File: config.mk
export PLATFORM = sky130hd
export DESIGN_NAME = calendar_date_unit
export DESIGN_NICKNAME = d
export VERILOG_FILES = /design/src/sv/cdu_pkg.sv /design/src/sv/cdu_split.sv /design/src/sv/cdu_calc.sv /design/src/sv/calendar_date_unit.sv
export SDC_FILE = /design/constraint.sdc
export NUM_CORES = 2
export LEC_CHECK = 0
export BUFFER_PORTS_ARGS = -buffer_cell sky130_fd_sc_hd__buf_2
export CORE_MARGIN = 2
export CORE_UTILIZATION = 60
export CTS_CLUSTER_SIZE = 8
export DETAILED_ROUTE_END_ITERATION = 8
export GPL_TIMING_DRIVEN = 0
export HOLD_SLACK_MARGIN = 0.1
export PLACE_DENSITY_LB_ADDON = 0.2
export SLEW_MARGIN = 20
export SYNTH_ARGS = -nofsm -noshare
export SYNTH_HDL_FRONTEND = slang
export SYNTH_SLANG_ARGS = --single-unit
File: constraint.sdc
create_clock -name clk_i -period 10.07 [get_ports clk_i]
set_input_delay 0 -clock clk_i [delete_from_list [all_inputs] [get_ports clk_i]]
set_output_delay 0 -clock clk_i [all_outputs]
set_load 0.01 [all_outputs]
File: src/sv/cdu_pkg.sv
`timescale 1ns / 1ps
// ----------------------------------------------------------------------------
// cdu_pkg
// Shared widths, stage types and date arithmetic helpers for the calendar
// date unit.
// ----------------------------------------------------------------------------
package cdu_pkg;

  localparam int unsigned DATE_W     = 27;
  localparam int unsigned YEAR_W     = 14;
  localparam int unsigned REM_W      = 14;
  localparam int unsigned MON7_W     = 7;
  localparam int unsigned CENT_W     = 8;
  localparam int unsigned MON_W      = 4;
  localparam int unsigned DAY_W      = 5;
  localparam int unsigned SUM_W      = 15;
  localparam int unsigned CFG_IDX_W  = 2;
  localparam int unsigned IN_TDATA_W  = 32;
  localparam int unsigned OUT_TDATA_W = 64;
  localparam int unsigned STAGES     = 6;

  localparam logic [YEAR_W-1:0] YEAR_LO       = YEAR_W'(1000);
  localparam logic [YEAR_W-1:0] YEAR_HI       = YEAR_W'(9999);
  localparam logic [YEAR_W-1:0] MIN_YEAR_RST  = YEAR_W'(2007);
  localparam logic [YEAR_W-1:0] MAX_YEAR_RST  = YEAR_W'(9999);
  localparam logic [DATE_W-1:0] DATE_LO       = DATE_W'(10000000);
  localparam logic [DATE_W-1:0] DATE_HI       = DATE_W'(99999999);
  // (x >> 4) * DIV625_M >> 33 == x / 10000 for any 27-bit x
  localparam logic [23:0]       DIV625_M      = 24'd13743896;
  // (x >> 2) * DIV25_M >> 17 == x / 100 for any 14-bit x
  localparam logic [12:0]       DIV25_M       = 13'd5243;

  typedef enum logic [CFG_IDX_W-1:0] {
    CFG_MIN_YEAR = 2'd0,
    CFG_MAX_YEAR = 2'd1
  } cfg_idx_e;

  typedef struct packed {
    logic [YEAR_W-1:0] year;
    logic [MON7_W-1:0] month;
    logic [REM_W-1:0]  rem;
    logic [CENT_W-1:0] cent;
    logic              cent_zero;
    logic              leap;
    logic              digits_ok;
  } cdu_split_t;

  typedef struct packed {
    logic [DATE_W-1:0] prev_date;
    logic              prev_ok;
    logic [DATE_W-1:0] next_date;
    logic              next_ok;
    logic [2:0]        weekday;
    logic              date_valid;
  } cdu_res_t;

  function automatic logic [CENT_W-1:0] div100(input logic [REM_W-1:0] x);
    logic [24:0] p;
    p = 25'(x[REM_W-1:2]) * 25'(DIV25_M);
    return p[24:17];
  endfunction

  function automatic logic [2:0] mod7(input logic [SUM_W-1:0] x);
    logic [5:0] f1;
    logic [3:0] f2;
    f1 = 6'(x[2:0]) + 6'(x[5:3]) + 6'(x[8:6]) + 6'(x[11:9]) + 6'(x[14:12]);
    f2 = 4'(f1[5:3]) + 4'(f1[2:0]);
    return (f2 >= 4'd7) ? 3'(f2 - 4'd7) : f2[2:0];
  endfunction

  function automatic logic [DAY_W-1:0] month_len(input logic leap,
                                                 input logic [MON_W-1:0] m);
    logic [DAY_W-1:0] len;
    case (m)
      4'd2:                    len = leap ? 5'd29 : 5'd28;
      4'd4, 4'd6, 4'd9, 4'd11: len = 5'd30;
      default:                 len = 5'd31;
    endcase
    return len;
  endfunction

  // 6 * (m + 1) / 10 for shifted months 3..14
  function automatic logic [3:0] month_term(input logic [MON_W-1:0] zm);
    logic [3:0] t;
    case (zm)
      4'd3:    t = 4'd2;
      4'd4:    t = 4'd3;
      4'd5:    t = 4'd3;
      4'd6:    t = 4'd4;
      4'd7:    t = 4'd4;
      4'd8:    t = 4'd5;
      4'd9:    t = 4'd6;
      4'd10:   t = 4'd6;
      4'd11:   t = 4'd7;
      4'd12:   t = 4'd7;
      4'd13:   t = 4'd8;
      4'd14:   t = 4'd9;
      default: t = 4'd0;
    endcase
    return t;
  endfunction

  function automatic logic year_ok(input logic [YEAR_W-1:0] y,
                                   input logic [YEAR_W-1:0] lo,
                                   input logic [YEAR_W-1:0] hi);
    return (y >= YEAR_LO) && (y <= YEAR_HI) && (y >= lo) && (y <= hi);
  endfunction

  function automatic logic [DATE_W-1:0] pack_date(input logic [YEAR_W-1:0] y,
                                                  input logic [MON_W-1:0]  m,
                                                  input logic [DAY_W-1:0]  d);
    return DATE_W'(y) * DATE_W'(10000) + DATE_W'(m) * DATE_W'(100) + DATE_W'(d);
  endfunction

endpackage

File: src/sv/cdu_split.sv
`timescale 1ns / 1ps
// ----------------------------------------------------------------------------
// cdu_split
// Three pipeline stages that take a YYYYMMDD word apart into year, month
// and day remainder, plus century and leap-year flags.
// ----------------------------------------------------------------------------
module cdu_split
  import cdu_pkg::*;
(
  input  logic              clk_i,
  input  logic [DATE_W-1:0] date_i,
  input  logic [2:0]        en_i,
  output cdu_split_t        split_o
);

  logic [DATE_W-1:0] s1_date_q;
  logic [YEAR_W-1:0] s1_year_q, s1_year_d;
  logic              s1_dig_q, s1_dig_d;
  logic [46:0]       prod;

  logic [YEAR_W-1:0] s2_year_q;
  logic [REM_W-1:0]  s2_rem_q, s2_rem_d;
  logic [CENT_W-1:0] s2_cent_q, s2_cent_d;
  logic              s2_dig_q;
  logic [DATE_W-1:0] rem_full;

  cdu_split_t        s3_q, s3_d;
  logic [YEAR_W-1:0] yr_mod;

  // stage 1: year = value / 10000
  always_comb begin
    prod      = 47'(date_i[DATE_W-1:4]) * 47'(DIV625_M);
    s1_year_d = prod[46:33];
    s1_dig_d  = (date_i >= DATE_LO) && (date_i <= DATE_HI);
  end

  always_ff @(posedge clk_i) begin
    if (en_i[0]) begin
      s1_date_q <= date_i;
      s1_year_q <= s1_year_d;
      s1_dig_q  <= s1_dig_d;
    end
  end

  // stage 2: low four digits, century
  always_comb begin
    rem_full  = s1_date_q - DATE_W'(s1_year_q) * DATE_W'(10000);
    s2_rem_d  = rem_full[REM_W-1:0];
    s2_cent_d = div100(s1_year_q);
  end

  always_ff @(posedge clk_i) begin
    if (en_i[1]) begin
      s2_year_q <= s1_year_q;
      s2_rem_q  <= s2_rem_d;
      s2_cent_q <= s2_cent_d;
      s2_dig_q  <= s1_dig_q;
    end
  end

  // stage 3: month, leap rule
  always_comb begin
    yr_mod           = s2_year_q - YEAR_W'(s2_cent_q) * YEAR_W'(100);
    s3_d.year        = s2_year_q;
    s3_d.month       = MON7_W'(div100(s2_rem_q));
    s3_d.rem         = s2_rem_q;
    s3_d.cent        = s2_cent_q;
    s3_d.cent_zero   = (yr_mod == '0);
    s3_d.leap        = ((s2_year_q[1:0] == 2'b00) && (yr_mod != '0)) ||
                       ((yr_mod == '0) && (s2_cent_q[1:0] == 2'b00));
    s3_d.digits_ok   = s2_dig_q;
  end

  always_ff @(posedge clk_i) begin
    if (en_i[2]) begin
      s3_q <= s3_d;
    end
  end

  assign split_o = s3_q;

endmodule

File: src/sv/cdu_calc.sv
`timescale 1ns / 1ps
// ----------------------------------------------------------------------------
// cdu_calc
// Date check, weekday sum and neighbour dates, then weekday reduction and
// packing into the result register.
// ----------------------------------------------------------------------------
module cdu_calc
  import cdu_pkg::*;
(
  input  logic              clk_i,
  input  cdu_split_t        split_i,
  input  logic [YEAR_W-1:0] min_year_i,
  input  logic [YEAR_W-1:0] max_year_i,
  input  logic [1:0]        en_i,
  output cdu_res_t          res_o
);

  logic [REM_W-1:0]  day_full;
  logic [6:0]        day;
  logic [MON_W-1:0]  mon;
  logic [DAY_W-1:0]  mlen;
  logic              mon_ok, day_ok, valid_d;
  logic              jf, at_end, at_start;
  logic [MON_W-1:0]  zm;
  logic [YEAR_W-1:0] zy;
  logic [CENT_W-1:0] zc;
  logic [SUM_W-1:0]  sum_d;
  logic [YEAR_W-1:0] ny, py;
  logic [MON_W-1:0]  nm, pm;
  logic [DAY_W-1:0]  nd, pd;

  logic              valid_q, nok_q, pok_q;
  logic [SUM_W-1:0]  sum_q;
  logic [YEAR_W-1:0] ny_q, py_q;
  logic [MON_W-1:0]  nm_q, pm_q;
  logic [DAY_W-1:0]  nd_q, pd_q;

  cdu_res_t          res_q, res_d;

  always_comb begin
    day_full = split_i.rem - REM_W'(split_i.month) * REM_W'(100);
    day      = day_full[6:0];
    mon      = split_i.month[MON_W-1:0];
    mlen     = month_len(split_i.leap, mon);
    mon_ok   = split_i.month inside {[7'd1:7'd12]};
    day_ok   = (day >= 7'd1) && (day <= 7'(mlen));
    valid_d  = split_i.digits_ok && mon_ok && day_ok &&
               year_ok(split_i.year, min_year_i, max_year_i);

    // Jan/Feb count as months 13/14 of the year before
    jf    = (mon < 4'd3);
    zm    = jf ? mon + 4'd12 : mon;
    zy    = split_i.year - YEAR_W'(jf);
    zc    = split_i.cent - CENT_W'(jf && split_i.cent_zero);
    sum_d = SUM_W'(day) + SUM_W'({zm, 1'b0}) + SUM_W'(month_term(zm)) +
            SUM_W'(zy) + SUM_W'(zy[YEAR_W-1:2]) - SUM_W'(zc) +
            SUM_W'(zc[CENT_W-1:2]) + SUM_W'(1);

    at_end = (DAY_W'(day) == mlen);
    nd     = at_end ? 5'd1 : DAY_W'(day) + 5'd1;
    nm     = at_end ? ((mon == 4'd12) ? 4'd1 : mon + 4'd1) : mon;
    ny     = (at_end && (mon == 4'd12)) ? split_i.year + YEAR_W'(1) : split_i.year;

    at_start = (day == 7'd1);
    pm       = at_start ? ((mon == 4'd1) ? 4'd12 : mon - 4'd1) : mon;
    py       = (at_start && (mon == 4'd1)) ? split_i.year - YEAR_W'(1) : split_i.year;
    pd       = at_start ? month_len(split_i.leap, pm) : DAY_W'(day) - 5'd1;
  end

  always_ff @(posedge clk_i) begin
    if (en_i[0]) begin
      valid_q <= valid_d;
      sum_q   <= sum_d;
      nok_q   <= valid_d && year_ok(ny, min_year_i, max_year_i);
      ny_q    <= ny;
      nm_q    <= nm;
      nd_q    <= nd;
      pok_q   <= valid_d && year_ok(py, min_year_i, max_year_i);
      py_q    <= py;
      pm_q    <= pm;
      pd_q    <= pd;
    end
  end

  always_comb begin
    res_d.date_valid = valid_q;
    res_d.weekday    = valid_q ? mod7(sum_q) : 3'd0;
    res_d.next_ok    = nok_q;
    res_d.next_date  = nok_q ? pack_date(ny_q, nm_q, nd_q) : '0;
    res_d.prev_ok    = pok_q;
    res_d.prev_date  = pok_q ? pack_date(py_q, pm_q, pd_q) : '0;
  end

  always_ff @(posedge clk_i) begin
    if (en_i[1]) begin
      res_q <= res_d;
    end
  end

  assign res_o = res_q;

endmodule

File: src/sv/calendar_date_unit.sv
`timescale 1ns / 1ps
// ----------------------------------------------------------------------------
// calendar_date_unit
// Gregorian YYYYMMDD check with weekday and next/previous date.
//
//   channel  | dir | handshake            | payload
//   ---------+-----+----------------------+-------------------------------
//   s_axis   | in  | tvalid / tready      | tdata: date_value
//   m_axis   | out | tvalid / tready      | tdata: result word
//   cfg      | in  | cfg_valid / cfg_ready| cfg_index, cfg_data (year)
//
// One word per cycle sustained while m_axis_tready is high; each word passes
// through the six-stage register chain (input reg, three split stages, check, result).
// Reset sets min_year 2007, max_year 9999 and empties the pipeline.
// Stages advance into empty slots; a stalled output only stops input once
// all six stages hold words. cfg_ready is always high.
// ----------------------------------------------------------------------------
module calendar_date_unit
  import cdu_pkg::*;
(
  input  logic                   clk_i,
  input  logic                   rst_ni,
  input  logic                   s_axis_tvalid,
  output logic                   s_axis_tready,
  input  logic [IN_TDATA_W-1:0]  s_axis_tdata,   // [26:0] date_value
  output logic                   m_axis_tvalid,
  input  logic                   m_axis_tready,
  output logic [OUT_TDATA_W-1:0] m_axis_tdata,   // [0] date_valid, [3:1] weekday,
                                                 // [4] next_ok, [31:5] next_date,
                                                 // [32] prev_ok, [59:33] prev_date
  input  logic                   cfg_valid_i,
  output logic                   cfg_ready_o,
  input  logic [CFG_IDX_W-1:0]   cfg_index_i,
  input  logic [YEAR_W-1:0]      cfg_data_i
);

  logic [YEAR_W-1:0] min_year_q, max_year_q;
  logic [STAGES-1:0] vld_q, vld_d, en;
  logic [DATE_W-1:0] date_q;
  cdu_split_t        split;
  cdu_res_t          res;

  assign cfg_ready_o = 1'b1;

  always_ff @(posedge clk_i or negedge rst_ni) begin
    if (!rst_ni) begin
      min_year_q <= MIN_YEAR_RST;
      max_year_q <= MAX_YEAR_RST;
    end else if (cfg_valid_i) begin
      case (cfg_index_i)
        CFG_MIN_YEAR: min_year_q <= cfg_data_i;
        CFG_MAX_YEAR: max_year_q <= cfg_data_i;
        default: ;
      endcase
    end
  end

  always_comb begin
    en[STAGES-1] = !vld_q[STAGES-1] || m_axis_tready;
    for (int i = STAGES - 2; i >= 0; i--) begin
      en[i] = !vld_q[i] || en[i+1];
    end
    vld_d[0] = en[0] ? s_axis_tvalid : vld_q[0];
    for (int i = 1; i < STAGES; i++) begin
      vld_d[i] = en[i] ? vld_q[i-1] : vld_q[i];
    end
  end

  always_ff @(posedge clk_i or negedge rst_ni) begin
    if (!rst_ni) begin
      vld_q <= '0;
    end else begin
      vld_q <= vld_d;
    end
  end

  always_ff @(posedge clk_i) begin
    if (en[0]) begin
      date_q <= s_axis_tdata[DATE_W-1:0];
    end
  end

  cdu_split u_split (
    .clk_i   (clk_i),
    .date_i  (date_q),
    .en_i    (en[3:1]),
    .split_o (split)
  );

  cdu_calc u_calc (
    .clk_i      (clk_i),
    .split_i    (split),
    .min_year_i (min_year_q),
    .max_year_i (max_year_q),
    .en_i       (en[5:4]),
    .res_o      (res)
  );

  assign s_axis_tready = en[0];
  assign m_axis_tvalid = vld_q[STAGES-1];
  assign m_axis_tdata  = OUT_TDATA_W'(res);

endmodule

==> qor.csv <==
stage;metric;value;unit
floorplan;Die ar.;64810;um2
detailed_routing;Total Wirelength;81440;um
detailed_routing;WL per Instance;17.22;um
placed_design;IO buf count;109;
logic_synthesis;Synth area leader;ha_1;
global_route;GRT Util Overall;0.2647;
timing;fin crit share;0.7913;
cells_and_area;most common library cell in the layout ignoring fill and taps;inv_1;
worst_setup_path;Critical Path Source Type;flip-flop;
timing;Fin. Hold Viols;0;
hold_path;worst hold path class;primary input to flip-flop;
timing;Final Critical Period;7.968;ns
global_route;largest net degree at the start of global routing;60;
timing;slew margin rel.;0.3999;
logic_synthesis;post-synthesis cell count;3631;
cells_and_area;layout overhead on the synthesized area;9.843;%
worst_setup_path;crit path DAT;8.30;ns
logic_synthesis;Synth Area per Inst;10.38;um2
logic_synthesis;Main synth FF type;edfxtp_1;
logic_synthesis;Yosys top cell area share;0.2634;
cells_and_area;Final Net Count;5093;
floorplan;Core Area;61940;um2
cells_and_area;# fillers;4924;
cts;CTS sink count;290;
global_route;initial antenna violation count;0;
placed_design;gp weighted congestion;0.9578;
detailed_routing;TritonRoute pass-1 iters;5;
floorplan;Die W;254.6;um
detailed_routing;initial DRC count;1166;
status;status;complete, no violations;
logic_synthesis;post-synthesis sequential area ratio;0.2272;
timing;fmax;125.5;MHz
floorplan;num ports;120;
logic_synthesis;Post-synth EDFFs;256;
worst_setup_path;CP Class;flip-flop to flip-flop;
detailed_routing;via density per instance;5.406;
timing;RSZ-0062 raised after global routing;false;
cells_and_area;most frequent cells in the layout;inv_1, ha_1, fa_1;
cts;clock buffer depth;3;
flow_run;maxcap violations;0;
cts;H-tree Lvls;2;
logic_synthesis;#FFs+latches synth;290;
floorplan;initial core utilization;0.6083;
timing;final clock skew;0.04307;ns
timing;worst-margin pin slew;0.8981;ns
cts;CTS buffer count;43;
timing;Finish-stage setup viols;0;
global_route;first-pass GRT wire length;134800;um
worst_setup_path;CP endpoint kind;flip-flop;
cts;CTS tree;built;
floorplan;# rows;91;
timing;Final Max Tran Viols;0;
cts;Worst-Skew Late Latency;0.59;ns
cells_and_area;layout cells sized above 1;0.06425;
detailed_routing;drt drc;0;
floorplan;Die Y;254.6;um
global_route;GRT Residual Overflow;0;
timing;setup TNS;0;ns
worst_setup_path;worst path required time;10.40;ns
placed_design;hpwl dp;66630;um
worst_setup_path;CP max FO;6;
global_route;number of global-route vias before repair;26726;
logic_synthesis;synth top area cells;ha_1, edfxtp_1, fa_1, inv_1, xnor2_1;
cts;Root Buffer;clkbuf_16;
logic_synthesis;Ys Warns;0;
detailed_routing;Antenna Nets Post-Route;0;
cts;Reg clk slew, reported paths;0.05;ns
cts;postcts setup bufs;0;
logic_synthesis;count of unique library cells instantiated by Yosys;99;
cells_and_area;ant diodes;0;
logic_synthesis;ys async rst share;0.1172;
logic_synthesis;Mapped Area;37680;um2
detailed_routing;DR vias;25558;
==> metal layers <==
layer	global-route usage	wire length, um	up-vias	share of wire
li1	-	-	12498	-
met1	0.3296	33870	12277	0.42
met2	0.4718	40910	593	0.50
met3	0.03062	3624	190	0.045
met4	0.1008	3034	0	0.037
met5	0	0	-	0
==> synthesized netlist by cell type (all sizes together), types with 7 or more instances <==
master and instances:
edfxtp 256, o21ai 102, or3 14, dfstp 17, xor2 72, xnor2 138
mux2 17, o211ai 13, a21boi 9, fa 378, nand3b 7, a21o 70
o21bai 12, and2 59, and3 23, clkbuf 26, nor3 39, a31oi 19
buf 13, o21a 34, dfrtp 17, o31a 7, or2 11, o41ai 7
nand2b 28, nor2 108, a21oi 116, inv 867, nor2b 29, nand3 39
o2111ai 10, nand4 39, ha 793, a211oi 12, nand2 129, nor4 17
==> repair_timing <==
item / in CTS / in global routing
hold buffers: 77 / 0
resized for setup: 0 / 0
endpoints found under the hold margin: 101 / 0
setup endpoints to repair: 0 / 0
==> registers in the layout, indices dropped and copies added, names as in the netlist, 14 cells and up <==
register and flops:
max_year_q 14, u_calc.ny_q 14, u_split.split_o 39, u_calc.res_o 60
u_split.s2_year_q 14, u_calc.py_q 14, date_q 27, u_calc.sum_q 15
u_split.s1_year_q 14, u_split.s2_rem_q 14, min_year_q 14, u_split.s1_date_q 14
==> worst paths after layout <==
check / cells past startpoint / start / slack [ns] / to
max in group asynchronous: 3 / rst_ni / 8.54 / min_year_q[3]
worst min register to register: 0 / u_split.s2_rem_q[1] / 0.42 / u_split.split_o[12]
worst min-delay path: 2 / s_axis_tdata[17] / 0.13 / date_q[17]
worst max-delay path: 24 / date_q[19] / 2.10 / u_split.s1_year_q[12]
min in group asynchronous: 2 / rst_ni / 0.22 / min_year_q[10]
worst max register to register: 24 / date_q[19] / 2.10 / u_split.s1_year_q[12]
==> cells by family after synthesis <==
| kind of cell | synth area share |
|---|---|
| and+or+nand+nor | 0.07950 |
| muxes | 0.006509 |
| adders and majority gates | 0.4642 |
| AOI/OAI and AO/OA | 0.08196 |
| xor gates and xnor gates | 0.04922 |
| DFF | 0.2272 |
| other | 0.0001993 |
| buffers and inverters | 0.09123 |
==> metrics by stage <==
step | instances | setup WS, ns | hold WS [ns] | util | cell area [um2]
6_report | 4728 | 2.102 | 0.1275 | 0.6681 | 41380
5_1_grt | 4728 | 1.822 | 0.1230 | 0.6681 | 41380
2_1_floorplan | 3634 | 3.682 | -0.2956 | - | 37690
3_5_place_dp | 4584 | 2.148 | 0.1054 | 0.6361 | 39400
3_3_place_gp | 4580 | 2.231 | 0.09520 | 0.6342 | 39280
4_1_cts | 4728 | 2.145 | 0.1005 | 0.6681 | 41380
==> area by class of cell <==
| type | instances | area, um2 | area share |
|---|---|---|---|
| sequential | 290 | 8559 | 0.2068 |
| tap | 837 | 1047 | 0.02531 |
| clock inverter | 5 | 37.54 | 0.0009070 |
| buffer | 39 | 182.7 | 0.004414 |
| timing repair buffer | 190 | 1411 | 0.03410 |
| clock buffer | 62 | 1179 | 0.02848 |
| inverter | 867 | 3257 | 0.07870 |
| multi-input combinational | 2438 | 25710 | 0.6213 |
==> critical path, cell delays in order, from the launching register on <==
cell and delay (ns):
edfxtp_1 0.61, inv_1 0.14, ha_1 0.51, inv_1 0.16, fa_1 0.57, inv_1 0.07
fa_1 0.51, inv_1 0.05, fa_1 0.48, fa_1 0.46, fa_1 0.51, inv_1 0.05
fa_1 0.49, inv_1 0.04, ha_1 0.26, a21oi_1 0.16, o21ai_0 0.12, nor4_1 0.73
o2111ai_1 0.38, o2111ai_1 0.37, o21ai_1 0.15, a41o_1 0.32, a211o_1 0.30, a21oi_1 0.18
xnor2_1 0.08
Power is left out: the tool's default activity adds up to more than one toggle a clock period on the data nets, which glitch-free logic cannot reach.
